==> src/rtl/sts_pkg.sv <==
// Shared types, codes and character helpers for the SQL token scanner.
package sts_pkg;

    // Default width of the line and column counters
    localparam int STS_POS_W_DEF = 16;
    // Width of the line and column fields on the result words
    localparam int STS_POS_OUT_W = 16;
    // Most result words one input word can cause
    localparam int STS_MAX_RES   = 3;
    // Depth of the bundle queue between scanner and serializer
    localparam int STS_QDEPTH    = 4;

    // Result kinds
    localparam logic [1:0] RK_BYTE  = 2'd0;
    localparam logic [1:0] RK_TOKEN = 2'd1;
    localparam logic [1:0] RK_ERROR = 2'd2;

    // Token kinds
    localparam logic [4:0] TK_EOF    = 5'd0;
    localparam logic [4:0] TK_IDENT  = 5'd1;
    localparam logic [4:0] TK_NUMBER = 5'd2;
    localparam logic [4:0] TK_STRING = 5'd3;
    localparam logic [4:0] TK_KW0    = 5'd4;
    localparam logic [4:0] TK_COMMA  = 5'd12;
    localparam logic [4:0] TK_STAR   = 5'd13;
    localparam logic [4:0] TK_LPAREN = 5'd14;
    localparam logic [4:0] TK_RPAREN = 5'd15;
    localparam logic [4:0] TK_SEMI   = 5'd16;
    localparam logic [4:0] TK_EQUAL  = 5'd17;

    // Error codes
    localparam logic [1:0] EC_UNEXPECTED = 2'd0;
    localparam logic [1:0] EC_BAD_ESCAPE = 2'd1;
    localparam logic [1:0] EC_UNTERM     = 2'd2;

    // Keywords, first character in the top byte, zero padded
    localparam logic [47:0] KW_WORD [8] = '{
        "INSERT", {"INTO", 16'h0}, "VALUES", "SELECT",
        {"FROM", 16'h0}, {"WHERE", 8'h0}, {"TRUE", 16'h0}, {"FALSE", 8'h0}
    };
    localparam logic [2:0] KW_LEN [8] = '{3'd6, 3'd4, 3'd6, 3'd6, 3'd4, 3'd5, 3'd4, 3'd5};

    // One result word
    typedef struct packed {
        logic [1:0]               kind;
        logic [7:0]               lexeme;
        logic [4:0]               tok;
        logic [STS_POS_OUT_W-1:0] line;
        logic [STS_POS_OUT_W-1:0] col;
        logic [1:0]               ecode;
    } sts_result_t;

    // All results of one input word
    typedef struct packed {
        sts_result_t [STS_MAX_RES-1:0] res;
        logic [1:0]                    cnt;
    } sts_bundle_t;

    // Queue status toward the scanner and serializer
    typedef struct packed {
        logic full;
        logic empty;
    } sts_q_status_t;

    function automatic logic is_digit(input logic [7:0] b);
        return (b >= "0") && (b <= "9");
    endfunction

    function automatic logic is_alpha(input logic [7:0] b);
        return ((b >= "a") && (b <= "z")) || ((b >= "A") && (b <= "Z"));
    endfunction

    function automatic logic is_space(input logic [7:0] b);
        return (b == " ") || ((b >= 8'd9) && (b <= 8'd13));
    endfunction

    function automatic logic [7:0] to_upper(input logic [7:0] b);
        return ((b >= "a") && (b <= "z")) ? (b - 8'd32) : b;
    endfunction

    // Character of keyword k at position pos (pos below 6)
    function automatic logic [7:0] kw_char(input logic [2:0] k, input logic [2:0] pos);
        logic [47:0] w;
        w = KW_WORD[k];
        return w[8 * (5 - int'(pos)) +: 8];
    endfunction

    // Punctuator token kind, TK_EOF when the byte is none
    function automatic logic [4:0] punct_kind(input logic [7:0] b);
        logic [4:0] tk;
        tk = TK_EOF;
        unique case (b)
            ",":     tk = TK_COMMA;
            "*":     tk = TK_STAR;
            "(":     tk = TK_LPAREN;
            ")":     tk = TK_RPAREN;
            ";":     tk = TK_SEMI;
            "=":     tk = TK_EQUAL;
            default: tk = TK_EOF;
        endcase
        return tk;
    endfunction

    function automatic sts_result_t mk_byte(input logic [7:0] b);
        sts_result_t r;
        r        = '0;
        r.kind   = RK_BYTE;
        r.lexeme = b;
        return r;
    endfunction

    function automatic sts_result_t mk_token(input logic [4:0] tk,
                                             input logic [STS_POS_OUT_W-1:0] line,
                                             input logic [STS_POS_OUT_W-1:0] col);
        sts_result_t r;
        r      = '0;
        r.kind = RK_TOKEN;
        r.tok  = tk;
        r.line = line;
        r.col  = col;
        return r;
    endfunction

    function automatic sts_result_t mk_err(input logic [STS_POS_OUT_W-1:0] line,
                                           input logic [STS_POS_OUT_W-1:0] col,
                                           input logic [1:0] ec);
        sts_result_t r;
        r       = '0;
        r.kind  = RK_ERROR;
        r.line  = line;
        r.col   = col;
        r.ecode = ec;
        return r;
    endfunction

endpackage

==> src/rtl/sts_front.sv <==
// Front end: lexer state machine, one accepted word per cycle into result bundles.
module sts_front import sts_pkg::*; #(
    parameter int POSITION_WIDTH = STS_POS_W_DEF
) (
    input  logic        aclk,
    input  logic        aresetn,
    input  logic        accept,
    input  logic        operation,
    input  logic [7:0]  text_byte,
    output logic        push,
    output sts_bundle_t push_bundle
);

    typedef enum logic [2:0] {
        M_IDLE, M_IDENT, M_NUMBER, M_MINUS, M_STRING, M_ESCAPE, M_ERROR
    } mode_t;

    typedef logic [POSITION_WIDTH-1:0] pos_t;

    mode_t      mode_reg, mode_next;
    pos_t       cur_line_reg, cur_line_next;
    pos_t       cur_col_reg, cur_col_next;
    pos_t       start_line_reg, start_line_next;
    pos_t       start_col_reg, start_col_next;
    logic [7:0] mask_reg, mask_next;
    logic [2:0] len_reg, len_next;

    logic [STS_POS_OUT_W-1:0] cur_line_o, cur_col_o, start_line_o, start_col_o;
    logic [4:0]               ident_kind;
    logic [7:0]               up_byte;

    assign cur_line_o   = STS_POS_OUT_W'(cur_line_reg);
    assign cur_col_o    = STS_POS_OUT_W'(cur_col_reg);
    assign start_line_o = STS_POS_OUT_W'(start_line_reg);
    assign start_col_o  = STS_POS_OUT_W'(start_col_reg);
    assign up_byte      = to_upper(text_byte);

    // Kind of the open identifier: first keyword still matching at its full length
    always_comb begin
        ident_kind = TK_IDENT;
        for (int k = 7; k >= 0; k--) begin
            if (mask_reg[k] && (KW_LEN[k] == len_reg)) begin
                ident_kind = TK_KW0 + 5'(k);
            end
        end
    end

    // Next state and the results of the accepted word
    always_comb begin
        sts_bundle_t bnd;
        logic [1:0]  n;
        logic        run_idle;
        logic        feed_en;
        logic [7:0]  base_mask;
        logic [2:0]  base_len;
        logic [7:0]  fed_mask;
        logic [4:0]  pk;

        bnd             = '0;
        n               = '0;
        run_idle        = 1'b0;
        feed_en         = 1'b0;
        base_mask       = mask_reg;
        base_len        = len_reg;
        fed_mask        = '0;
        pk              = punct_kind(text_byte);
        mode_next       = mode_reg;
        cur_line_next   = cur_line_reg;
        cur_col_next    = cur_col_reg;
        start_line_next = start_line_reg;
        start_col_next  = start_col_reg;
        mask_next       = mask_reg;
        len_next        = len_reg;

        if (accept) begin
            if (operation) begin
                // end of text: close or flag the open token, then back to reset values
                unique case (mode_reg)
                    M_IDENT: begin
                        bnd.res[n] = mk_token(ident_kind, start_line_o, start_col_o);
                        n = n + 2'd1;
                        bnd.res[n] = mk_token(TK_EOF, cur_line_o, cur_col_o);
                        n = n + 2'd1;
                    end
                    M_NUMBER: begin
                        bnd.res[n] = mk_token(TK_NUMBER, start_line_o, start_col_o);
                        n = n + 2'd1;
                        bnd.res[n] = mk_token(TK_EOF, cur_line_o, cur_col_o);
                        n = n + 2'd1;
                    end
                    M_IDLE: begin
                        bnd.res[n] = mk_token(TK_EOF, cur_line_o, cur_col_o);
                        n = n + 2'd1;
                    end
                    M_MINUS: begin
                        bnd.res[n] = mk_err(start_line_o, start_col_o, EC_UNEXPECTED);
                        n = n + 2'd1;
                    end
                    M_STRING: begin
                        bnd.res[n] = mk_err(start_line_o, start_col_o, EC_UNTERM);
                        n = n + 2'd1;
                    end
                    M_ESCAPE: begin
                        bnd.res[n] = mk_err(cur_line_o, cur_col_o, EC_BAD_ESCAPE);
                        n = n + 2'd1;
                    end
                    default: ;
                endcase
                mode_next       = M_IDLE;
                cur_line_next   = pos_t'(1);
                cur_col_next    = pos_t'(1);
                start_line_next = pos_t'(1);
                start_col_next  = pos_t'(1);
                mask_next       = '1;
                len_next        = '0;
            end else begin
                unique case (mode_reg)
                    M_IDLE: run_idle = 1'b1;
                    M_IDENT: begin
                        if (is_alpha(text_byte) || is_digit(text_byte) || text_byte == "_") begin
                            feed_en    = 1'b1;
                            bnd.res[n] = mk_byte(text_byte);
                            n = n + 2'd1;
                        end else begin
                            bnd.res[n] = mk_token(ident_kind, start_line_o, start_col_o);
                            n = n + 2'd1;
                            mode_next = M_IDLE;
                            run_idle  = 1'b1;
                        end
                    end
                    M_NUMBER: begin
                        if (is_digit(text_byte)) begin
                            bnd.res[n] = mk_byte(text_byte);
                            n = n + 2'd1;
                        end else begin
                            bnd.res[n] = mk_token(TK_NUMBER, start_line_o, start_col_o);
                            n = n + 2'd1;
                            mode_next = M_IDLE;
                            run_idle  = 1'b1;
                        end
                    end
                    M_MINUS: begin
                        if (is_digit(text_byte)) begin
                            bnd.res[n] = mk_byte("-");
                            n = n + 2'd1;
                            bnd.res[n] = mk_byte(text_byte);
                            n = n + 2'd1;
                            mode_next = M_NUMBER;
                        end else begin
                            bnd.res[n] = mk_err(start_line_o, start_col_o, EC_UNEXPECTED);
                            n = n + 2'd1;
                            mode_next = M_ERROR;
                        end
                    end
                    M_STRING: begin
                        priority if (text_byte == "'") begin
                            bnd.res[n] = mk_token(TK_STRING, start_line_o, start_col_o);
                            n = n + 2'd1;
                            mode_next = M_IDLE;
                        end else if (text_byte == "\\") begin
                            mode_next = M_ESCAPE;
                        end else if (text_byte == 8'd10) begin
                            bnd.res[n] = mk_err(start_line_o, start_col_o, EC_UNTERM);
                            n = n + 2'd1;
                            mode_next = M_ERROR;
                        end else begin
                            bnd.res[n] = mk_byte(text_byte);
                            n = n + 2'd1;
                        end
                    end
                    M_ESCAPE: begin
                        priority if (text_byte == "n") begin
                            bnd.res[n] = mk_byte(8'd10);
                            n = n + 2'd1;
                            mode_next = M_STRING;
                        end else if (text_byte == "t") begin
                            bnd.res[n] = mk_byte(8'd9);
                            n = n + 2'd1;
                            mode_next = M_STRING;
                        end else if (text_byte == "\\" || text_byte == "'") begin
                            bnd.res[n] = mk_byte(text_byte);
                            n = n + 2'd1;
                            mode_next = M_STRING;
                        end else begin
                            bnd.res[n] = mk_err(cur_line_o, cur_col_o, EC_BAD_ESCAPE);
                            n = n + 2'd1;
                            mode_next = M_ERROR;
                        end
                    end
                    default: ;
                endcase

                // start of a new token, also right after a closed identifier or number
                if (run_idle) begin
                    priority if (is_space(text_byte)) begin
                    end else if (is_alpha(text_byte) || text_byte == "_") begin
                        start_line_next = cur_line_reg;
                        start_col_next  = cur_col_reg;
                        base_mask  = '1;
                        base_len   = '0;
                        feed_en    = 1'b1;
                        bnd.res[n] = mk_byte(text_byte);
                        n = n + 2'd1;
                        mode_next  = M_IDENT;
                    end else if (is_digit(text_byte)) begin
                        start_line_next = cur_line_reg;
                        start_col_next  = cur_col_reg;
                        bnd.res[n] = mk_byte(text_byte);
                        n = n + 2'd1;
                        mode_next  = M_NUMBER;
                    end else if (text_byte == "-") begin
                        start_line_next = cur_line_reg;
                        start_col_next  = cur_col_reg;
                        mode_next  = M_MINUS;
                    end else if (text_byte == "'") begin
                        start_line_next = cur_line_reg;
                        start_col_next  = cur_col_reg;
                        mode_next  = M_STRING;
                    end else if (pk != TK_EOF) begin
                        start_line_next = cur_line_reg;
                        start_col_next  = cur_col_reg;
                        bnd.res[n] = mk_byte(text_byte);
                        n = n + 2'd1;
                        bnd.res[n] = mk_token(pk, cur_line_o, cur_col_o);
                        n = n + 2'd1;
                    end else begin
                        bnd.res[n] = mk_err(cur_line_o, cur_col_o, EC_UNEXPECTED);
                        n = n + 2'd1;
                        mode_next  = M_ERROR;
                    end
                end

                // keyword mask: keep keywords whose next character matches
                if (feed_en) begin
                    if (base_len < 3'd6) begin
                        for (int k = 0; k < 8; k++) begin
                            fed_mask[k] = base_mask[k] &&
                                          (kw_char(3'(k), base_len) == up_byte);
                        end
                    end
                    mask_next = fed_mask;
                    len_next  = (base_len < 3'd7) ? (base_len + 3'd1) : base_len;
                end

                // position tracking, saturating; frozen once in error
                if (mode_next != M_ERROR) begin
                    if (text_byte == 8'd10) begin
                        if (cur_line_reg != '1) begin
                            cur_line_next = cur_line_reg + pos_t'(1);
                        end
                        cur_col_next = pos_t'(1);
                    end else if (cur_col_reg != '1) begin
                        cur_col_next = cur_col_reg + pos_t'(1);
                    end
                end
            end
        end

        bnd.cnt     = n;
        push_bundle = bnd;
        push        = accept && (n != 2'd0);
    end

    // State registers
    always_ff @(posedge aclk) begin
        if (!aresetn) begin
            mode_reg       <= M_IDLE;
            cur_line_reg   <= pos_t'(1);
            cur_col_reg    <= pos_t'(1);
            start_line_reg <= pos_t'(1);
            start_col_reg  <= pos_t'(1);
            mask_reg       <= '1;
            len_reg        <= '0;
        end else begin
            mode_reg       <= mode_next;
            cur_line_reg   <= cur_line_next;
            cur_col_reg    <= cur_col_next;
            start_line_reg <= start_line_next;
            start_col_reg  <= start_col_next;
            mask_reg       <= mask_next;
            len_reg        <= len_next;
        end
    end

endmodule

==> src/rtl/sts_queue.sv <==
// Short bundle queue between scanner and result serializer.
module sts_queue import sts_pkg::*; (
    input  logic          aclk,
    input  logic          aresetn,
    input  logic          push,
    input  sts_bundle_t   push_bundle,
    input  logic          pop,
    output sts_bundle_t   head,
    output sts_q_status_t status
);

    localparam int PTR_W = $clog2(STS_QDEPTH);
    localparam int CNT_W = $clog2(STS_QDEPTH + 1);

    sts_bundle_t      slot_reg [STS_QDEPTH];
    logic [PTR_W-1:0] wr_ptr_reg, wr_ptr_next;
    logic [PTR_W-1:0] rd_ptr_reg, rd_ptr_next;
    logic [CNT_W-1:0] count_reg, count_next;

    assign head         = slot_reg[rd_ptr_reg];
    assign status.full  = (count_reg == CNT_W'(STS_QDEPTH));
    assign status.empty = (count_reg == '0);

    // Pointer and fill bookkeeping
    always_comb begin
        wr_ptr_next = wr_ptr_reg;
        rd_ptr_next = rd_ptr_reg;
        count_next  = count_reg;
        if (push) begin
            wr_ptr_next = (wr_ptr_reg == PTR_W'(STS_QDEPTH - 1)) ? '0 : wr_ptr_reg + PTR_W'(1);
        end
        if (pop) begin
            rd_ptr_next = (rd_ptr_reg == PTR_W'(STS_QDEPTH - 1)) ? '0 : rd_ptr_reg + PTR_W'(1);
        end
        if (push && !pop) begin
            count_next = count_reg + CNT_W'(1);
        end else if (pop && !push) begin
            count_next = count_reg - CNT_W'(1);
        end
    end

    always_ff @(posedge aclk) begin
        if (!aresetn) begin
            wr_ptr_reg <= '0;
            rd_ptr_reg <= '0;
            count_reg  <= '0;
        end else begin
            wr_ptr_reg <= wr_ptr_next;
            rd_ptr_reg <= rd_ptr_next;
            count_reg  <= count_next;
        end
    end

    // Storage, no reset
    always_ff @(posedge aclk) begin
        if (push) begin
            slot_reg[wr_ptr_reg] <= push_bundle;
        end
    end

endmodule

==> src/rtl/sts_back.sv <==
// Result serializer: walks each bundle into the output register one word per cycle unless stalled.
module sts_back import sts_pkg::*; (
    input  logic          aclk,
    input  logic          aresetn,
    input  sts_bundle_t   head,
    input  sts_q_status_t q_status,
    output logic          pop,
    output logic          m_tvalid,
    input  logic          m_tready,
    output logic [47:0]   m_tdata,   // lexeme_byte, token_kind, token_line, token_column, error_code
    output logic [1:0]    m_tuser,   // result_kind
    output logic          m_tlast    // last_of_run
);

    logic        valid_reg, valid_next;
    logic [1:0]  idx_reg, idx_next;
    sts_result_t word_reg;
    logic        last_reg;
    logic        load;
    logic        at_last;

    assign load    = (!valid_reg || m_tready) && !q_status.empty;
    assign at_last = (idx_reg == (head.cnt - 2'd1));
    assign pop     = load && at_last;

    // Output register control and bundle index
    always_comb begin
        valid_next = valid_reg;
        idx_next   = idx_reg;
        if (m_tready) begin
            valid_next = 1'b0;
        end
        if (load) begin
            valid_next = 1'b1;
            idx_next   = at_last ? 2'd0 : (idx_reg + 2'd1);
        end
    end

    always_ff @(posedge aclk) begin
        if (!aresetn) begin
            valid_reg <= 1'b0;
            idx_reg   <= '0;
        end else begin
            valid_reg <= valid_next;
            idx_reg   <= idx_next;
        end
    end

    // Output payload
    always_ff @(posedge aclk) begin
        if (load) begin
            word_reg <= head.res[idx_reg];
            last_reg <= at_last;
        end
    end

    assign m_tvalid = valid_reg;
    assign m_tuser  = word_reg.kind;
    assign m_tlast  = last_reg;
    assign m_tdata  = {1'b0, word_reg.ecode, word_reg.col, word_reg.line,
                       word_reg.tok, word_reg.lexeme};

endmodule

==> src/rtl/sql_token_scanner_top.sv <==
// Top level of the streaming SQL token scanner.
//
// Input words carry one byte of statement text (s_tdata) or, with s_tuser set,
// the end of the statement. Output words are lexeme bytes, token-complete words
// (kind and start position) and error words, selected by m_tuser; m_tlast marks
// the final output word caused by one input word.
// A byte is accepted at every edge where s_tvalid and s_tready are high; the
// scanner takes one word per cycle while s_tready is high. Each input word
// yields zero to three output words, which leave at one per cycle through the
// output register while m_tready is high, so the input rate is one word per
// cycle as long as words average at most one result; the output port sets the
// limit otherwise. The first result word of an input word is registered in the
// bundle queue, then in the output register, before it shows on m_tvalid.
// A four-entry bundle queue sits between scanner and serializer: when m_tready
// is held low the queue fills and s_tready drops, and no word is lost.
// After an error, text bytes are dropped until the end word, which emits nothing
// and returns the scanner to its reset state. aresetn (synchronous, active low)
// empties the queue and output and sets line and column to 1.
module sql_token_scanner_top import sts_pkg::*; #(
    parameter int POSITION_WIDTH = STS_POS_W_DEF
) (
    input  logic        aclk,
    input  logic        aresetn,
    input  logic        s_tvalid,
    output logic        s_tready,
    input  logic [7:0]  s_tdata,   // text_byte
    input  logic [0:0]  s_tuser,   // operation
    output logic        m_tvalid,
    input  logic        m_tready,
    output logic [47:0] m_tdata,   // lexeme_byte, token_kind, token_line, token_column, error_code
    output logic [1:0]  m_tuser,   // result_kind
    output logic        m_tlast    // last_of_run
);

    sts_q_status_t q_status;
    sts_bundle_t   push_bundle;
    sts_bundle_t   head;
    logic          push;
    logic          pop;
    logic          accept;

    assign s_tready = !q_status.full;
    assign accept   = s_tvalid && s_tready;

    sts_front #(
        .POSITION_WIDTH(POSITION_WIDTH)
    ) u_front (
        .aclk        (aclk),
        .aresetn     (aresetn),
        .accept      (accept),
        .operation   (s_tuser[0]),
        .text_byte   (s_tdata),
        .push        (push),
        .push_bundle (push_bundle)
    );

    sts_queue u_queue (
        .aclk        (aclk),
        .aresetn     (aresetn),
        .push        (push),
        .push_bundle (push_bundle),
        .pop         (pop),
        .head        (head),
        .status      (q_status)
    );

    sts_back u_back (
        .aclk     (aclk),
        .aresetn  (aresetn),
        .head     (head),
        .q_status (q_status),
        .pop      (pop),
        .m_tvalid (m_tvalid),
        .m_tready (m_tready),
        .m_tdata  (m_tdata),
        .m_tuser  (m_tuser),
        .m_tlast  (m_tlast)
    );

endmodule
==> config.mk <==
export PLATFORM = sky130hd
export DESIGN_NAME = sql_token_scanner_top
export DESIGN_NICKNAME = d
export VERILOG_FILES = /design/src/rtl/sts_pkg.sv /design/src/rtl/sts_front.sv /design/src/rtl/sts_queue.sv /design/src/rtl/sts_back.sv /design/src/rtl/sql_token_scanner_top.sv
export SDC_FILE = /design/constraint.sdc
export NUM_CORES = 1
export LEC_CHECK = 0
export BUFFER_PORTS_ARGS = -buffer_cell sky130_fd_sc_hd__buf_2
export CAP_MARGIN = 10
export CORE_AREA = 2 2 212 318
export CTS_CLUSTER_DIAMETER = 150
export DETAILED_ROUTE_END_ITERATION = 8
export DIE_AREA = 0 0 214 320
export PLACE_DENSITY = 0.68
export SYNTH_ARGS = -nofsm -noshare
export SYNTH_HDL_FRONTEND = slang
export SYNTH_SLANG_ARGS = --single-unit
==> constraint.sdc <==
create_clock -name aclk -period 13.72 [get_ports aclk]
set_clock_uncertainty 0.05 [all_clocks]
set_input_delay 2.744 -clock aclk [delete_from_list [all_inputs] [get_ports aclk]]
set_output_delay 2.744 -clock aclk [all_outputs]
set_load 0.02 [all_outputs]
==> key figures, run 1 <==
Layout
  • Commonest cells after routing, fill and taps aside: edfxtp_1, nand2_1, mux4_2
  • Max reg flops: 572
  • Nets: 2346
  • Finished Layout Cells: 3237
  • Area of the multi-input gates: 0.0112 mm^2
  • Syn-to-layout area delta: 9.62%
  • ANT cells: 0
  • FILL cells: 5297
  • Most common cell after layout, fill and taps aside: edfxtp_1
  • Sequential cell area: 0.0205 mm^2
  • Post-route cell area: 0.0356 mm^2
  • Layout cells sized above 1: 15.9%
  • Final core utilization: 54.4%

Synthesis
  • Post-Syn Area per Cell: 13.9 um^2
  • Simple-Gate Fraction of Synth Area: 9.79%
  • Seq/Total Area, Yosys: 63.0%
  • Number of synthesis warnings: 0
  • Adder-Cell Fraction of Synth Area: 1.02%
  • Number of synthesized flops with an enable pin: 622
  • Top cells by area, synth: edfxtp_1, mux4_2, dfxtp_1
  • Top cell type's share of synthesized area: 57.5%
  • Syn Inst Count: 2331
  • Top FF cell, synth: edfxtp_1
  • Asr flop ratio synth: 0%
  • Synth area leader: edfxtp_1
  • Mapped cell area: 0.0325 mm^2
  • Synth Register Bits: 712
  • Largest family of logic cells by synthesized area: multiplexers
  • Cell variety after synth: 85
  • Compound-gate portion of the synthesized area: 9.98%
  • Post-synthesis xor/xnor area fraction: 0.808%
  • Mux cell area share after synthesis: 12.6%

Placement
  • Pre-CTS setup slack: 5.14 ns
  • Routability Congestion: 0.890
  • Placed Instances: 3115
  • Count of input and output buffers: 64
  • HPWL Detailed: 48100 um
  • Placed inst area: 0.0335 mm^2

Global route
  • Initial antenna violation count: 0
  • Pin count of the biggest net entering global routing: 110
  • Total track usage: 23.5%
  • Vias in the first global route: 20600
  • First-pass GRT wire length: 124000 um
  • Grt total ovfl: 0

Power
  • Lkg Pwr: 11.2 nW
  • Cell area power density: 177 mW/mm^2
  • Internal power: 4.41 mW
  • Clock Power Share: 28.5%
  • Peak supply drop: 0.141 mV
  • Sw Share: 30.0%
  • Logic pwr share: 24.3%
  • Total Power: 6.30 mW
  • Net switching power: 1.89 mW
  • Reg power frac: 47.3%

Worst setup path
  • Crit. End Element: register
  • Critical path, cell by cell: buf_2, or2_2, a21oi_1, and2_1, inv_1, ha_1, nand2_1, and3_1, o31a_1, or2_1, and2_4, buf_4, buf_4
  • Worst Path Required: 13.90 ns
  • CP Launch Type: primary input
  • Crit-path max FO: 73
  • Slowest-stage cell, CP: buf_4
  • CP Class: in -> reg
  • Data arrival, critical path: 8.15 ns
  • R2r worst-path depth: 11
  • Critical path's most frequent cell: buf_4
  • CP peak stage delay: 0.92 ns

Timing
  • Max Clk Rate: 125 MHz
  • Worst Hold Margin: 0.463 ns
  • Setup ws final: 5.75 ns
  • Period Utilization, post-route: 58.1%
  • Min Tclk post-route: 7.97 ns
  • Final hold vios: 0
  • Final setup viols: 0
  • Final TNS setup: 0 ns
  • RSZ-0062 raised after global routing: no
  • Fin. max-slew vios: 0
  • Worst slew margin: 16.2%
  • Actual slew at the worst max-slew pin: 1.25 ns

Outcome
  • Outcome: finished clean

Route
  • 1st-iter DRT viols: 1850
  • Avg WL per Cell: 24.9 um
  • Via density: 6.27
  • Detailed Route WL: 80400 um
  • Via count: 20300
  • Drt first pass iters: 5
  • ANT nets after route: 0
  • DRC violations left: 0

Floorplan
  • Die width: 214 um
  • Cell row count: 115
  • Full die area: 0.0685 mm^2
  • Top Ports: 66
  • Starting Density: 49.6%
  • Core ar.: 0.0655 mm^2
  • Die height: 320 um

Clock network
  • H-tree levels: 3
  • Clock tree buffer depth: 3
  • Root Buffer: clkbuf_16
  • Clock sink count: 712
  • PostCTS Resize Cnt: 0
  • CTS Hold Bufs: 0
  • Post-CTS setup buffers: 0
  • CTS tree: built
  • Worst-Skew Late Latency: 0.62 ns
  • TritonCTS Buffers: 67
  • Worst-path clk slew: 0.07 ns

Worst hold path
  • Hold Crit Class: reg -> reg
  • WHS Path Cells: 2

Run
  • # Max-Cap Violations: 0
[synthesized netlist by cell type, types with 29 or more instances]
cell type / n
o211ai_1: 45
a22oi_1: 68
a221o_1: 31
o31ai_1: 29
inv_1: 32
and2_1: 90
mux2i_1: 81
dfxtp_1: 90
buf_1: 33
nor2b_1: 42
o21ai_0: 97
mux4_2: 143
nand3_1: 38
edfxtp_1: 622
clkbuf_1: 142
a21oi_1: 103
nor2_1: 137
nand2_1: 185
[critical path: cells and delay by family]
| kind | cells | cell delay (ns) |
|---|---|---|
| fa+ha+maj | 1 | 0.33 |
| simple gates | 6 | 1.66 |
| compound gates | 2 | 0.94 |
| buf+inv | 4 | 2.27 |
[logic make-up after synthesis]
group | count (synthesis)
AOI/OAI and AO/OA | 470
xor gates and xnor gates | 30
adders and majority gates | 26
buffers and inverters | 230
DFF | 712
muxes | 229
other | 1
and+or+nand+nor | 633
[power groups by stage]
stage               clock network [mW]  registers (mW)  logic (mW)
detailed placement                   0            3.03        1.56
finish                            1.79            2.98        1.53
floorplan                            0            3.09        1.00
global route                      1.91            3.02        1.65
CTS                               1.83            2.98        1.56
global placement                     0            3.00        1.55
[cell type report]
class / count / share of cell area (%)
clock buffer: 89 / 4.99
tap: 877 / 3.08
sequential: 712 / 57.5
inverter: 34 / 0.358
timing repair buffer: 95 / 1.59
clock inverter: 33 / 0.885
multi-input combinational: 1397 / 31.6
[worst paths after layout]
kind                                            start                      end  slack, ns
worst max register to register    u_front.mode_reg[0]  u_queue.slot_reg[3][54]       8.07
worst min-delay path            u_queue.wr_ptr_reg[1]    u_queue.wr_ptr_reg[1]       0.46
worst max-delay path                       s_tdata[2]  u_queue.slot_reg[3][54]       5.75
worst min register to register  u_queue.wr_ptr_reg[1]    u_queue.wr_ptr_reg[1]       0.46
[routing by layer]
metal | routed length [um] | vias up | GRT usage, %
met1 | 30600 | 10300 | 28.3
met2 | 42000 | 741 | 41.8
li1 | - | 9030 | -
met4 | 3690 | 0 | 11.7
met5 | 0 | - | 0
met3 | 4120 | 189 | 2.95
No activity file was read; power rests on OpenSTA's default activity.
==> run 2, diff against run 1 <==
ABC_AREA = 1   (was default)
CORE_AREA = 2 2 215 323   (was 2 2 212 318)
DIE_AREA = 0 0 217 325   (was 0 0 214 320)
clock period = 7.8 ns   (was 13.72 ns; I/O delays follow)
==> key figures, run 2 <==
Outcome
  • Outcome: finished clean

Global route
  • Vias in the first global route: 25700
  • Pin count of the biggest net entering global routing: 118
  • Grt total ovfl: 0
  • First-pass GRT wire length: 148000 um
  • Initial antenna violation count: 4
  • Total track usage: 27.1%

Placement
  • HPWL Detailed: 58100 um
  • Routability Congestion: 0.975
  • Pre-CTS setup slack: 1.87 ns
  • Placed Instances: 4223
  • Placed inst area: 0.0347 mm^2
  • Count of input and output buffers: 64

Worst setup path
  • Crit. End Element: register
  • Worst Path Required: 8.09 ns
  • CP Class: in -> reg
  • Data arrival, critical path: 5.82 ns
  • R2r setup slk: 2.68 ns
  • Crit-path max FO: 24
  • CP Launch Type: primary input

Clock network
  • TritonCTS Buffers: 70
  • Worst-path clk slew: 0.06 ns
  • Post-CTS setup buffers: 0
  • Root Buffer: clkbuf_16
  • Clock tree buffer depth: 3
  • PostCTS Resize Cnt: 0
  • Worst-Skew Late Latency: 0.63 ns
  • CTS tree: built
  • H-tree levels: 3
  • Clock sink count: 712
  • CTS Hold Bufs: 0

Synthesis
  • Count leader, synth: edfxtp_1
  • Most frequent cells after synthesis: edfxtp_1, nand2_1, nor2_1
  • Post-Syn Area per Cell: 9.77 um^2
  • Synth Register Bits: 712
  • Number of synthesized flops with an enable pin: 622
  • Mapped cell area: 0.0336 mm^2
  • Top cells by area, synth: edfxtp_1, nand2_1, nor2_1
  • Number of synthesis warnings: 0
  • Syn Inst Count: 3438
  • Top FF cell, synth: edfxtp_1
  • Top cell type's share of synthesized area: 55.6%
  • Seq/Total Area, Yosys: 61.0%
  • Asr flop ratio synth: 0%
  • Cell variety after synth: 65
  • Synth area leader: edfxtp_1

Timing
  • Worst slew margin: 25.8%
  • Fin. max-slew vios: 0
  • Worst Hold Margin: 0.414 ns
  • Final setup viols: 0
  • Final TNS setup: 0 ns
  • Period Utilization, post-route: 70.9%
  • RSZ-0062 raised after global routing: no
  • Min Tclk post-route: 5.53 ns
  • Max Clk Rate: 181 MHz
  • Final hold vios: 0
  • Setup ws final: 2.27 ns
  • Actual slew at the worst max-slew pin: 1.11 ns

Power
  • Peak supply drop: 0.257 mV
  • Logic pwr share: 28.9%
  • Total Power: 12.4 mW
  • Reg power frac: 42.3%
  • Lkg Pwr: 12.8 nW
  • Net switching power: 4.35 mW
  • Sw Share: 35.1%
  • Clock Power Share: 28.8%
  • Internal power: 8.04 mW
  • Cell area power density: 334 mW/mm^2

Route
  • ANT nets after route: 0
  • Via density: 6.14
  • 1st-iter DRT viols: 3400
  • Drt first pass iters: 8
  • Via count: 26700
  • Avg WL per Cell: 22.3 um
  • Detailed Route WL: 96900 um
  • DRC violations left: 0

Layout
  • Most common cell after layout, fill and taps aside: edfxtp_1
  • Max reg flops: 572
  • Commonest cells after routing, fill and taps aside: edfxtp_1, nand2_1, nor2_1
  • Finished Layout Cells: 4351
  • Post-route cell area: 0.0371 mm^2
  • Layout cells sized above 1: 9.02%
  • Syn-to-layout area delta: 10.5%
  • Nets: 3442
  • Final core utilization: 54.8%

Floorplan
  • Die width: 217 um
  • Die height: 325 um
  • Core ar.: 0.0676 mm^2
  • Full die area: 0.0705 mm^2
  • Starting Density: 49.6%
  • Cell row count: 117
  • Top Ports: 66

Run
  • # Max-Cap Violations: 0

Worst hold path
  • Hold Crit Class: reg -> reg
-- run 2: path summary, 6_finish.rpt --
path | from | cells after the start | to
max reg2reg | u_front.mode_reg[1] | 11 | u_queue.slot_reg[2][120]
min reg2reg | u_front.start_line_o[8] | 2 | u_front.start_line_o[8]
min | u_front.start_line_o[8] | 2 | u_front.start_line_o[8]
max | s_tdata[3] | 11 | u_queue.slot_reg[2][120]
-- run 2: kinds of logic after synthesis --
logic type / synth area share [%]
other cells: 0.0112
flops: 61.0
simple gates: 17.9
buf+inv: 5.06
xor+xnor: 0.757
compound gates: 14.3
fa+ha+maj: 0.991
-- run 2: worst max-delay path, cell delays in order --
cell and delay, ns:
buf_2 0.33, o21ai_1 0.17, nand2_2 0.45, nand4_4 0.28, nand2_2 0.17, nand2_2 0.28, inv_4 0.25, nand2_2 0.28
inv_1 0.49, nand3_2 0.78, nor3_1 0.73
-- run 2: layout make-up --
cell class                 count  area (um^2)
fill                        5852        30500
multi-input combinational   2307        11500
inverter                     194          743
timing repair buffer         118          801
sequential                   712        20500
tap                          892         1120
clock buffer                  82         1860
clock inverter                45          542
antenna                        1         2.50
-- run 2: per-layer routing --
layer	routed length, um	vias up	GRT usage (%)
met2	47200	1412	45.4
met3	7480	332	3.85
li1	-	12200	-
met5	25	-	0
met4	4860	4	13.9
met1	37300	12800	34.2
-- run 2: power groups by stage --
stage                     Combinational [mW]  Clock, mW  Sequential [mW]
after floorplan                         2.21          0             5.50
after global placement                  3.54          0             5.31
after detailed placement                3.58          0             5.32
after CTS                               3.59       3.60             5.24
after global routing                    3.92       3.77             5.30
final                                   3.59       3.56             5.24
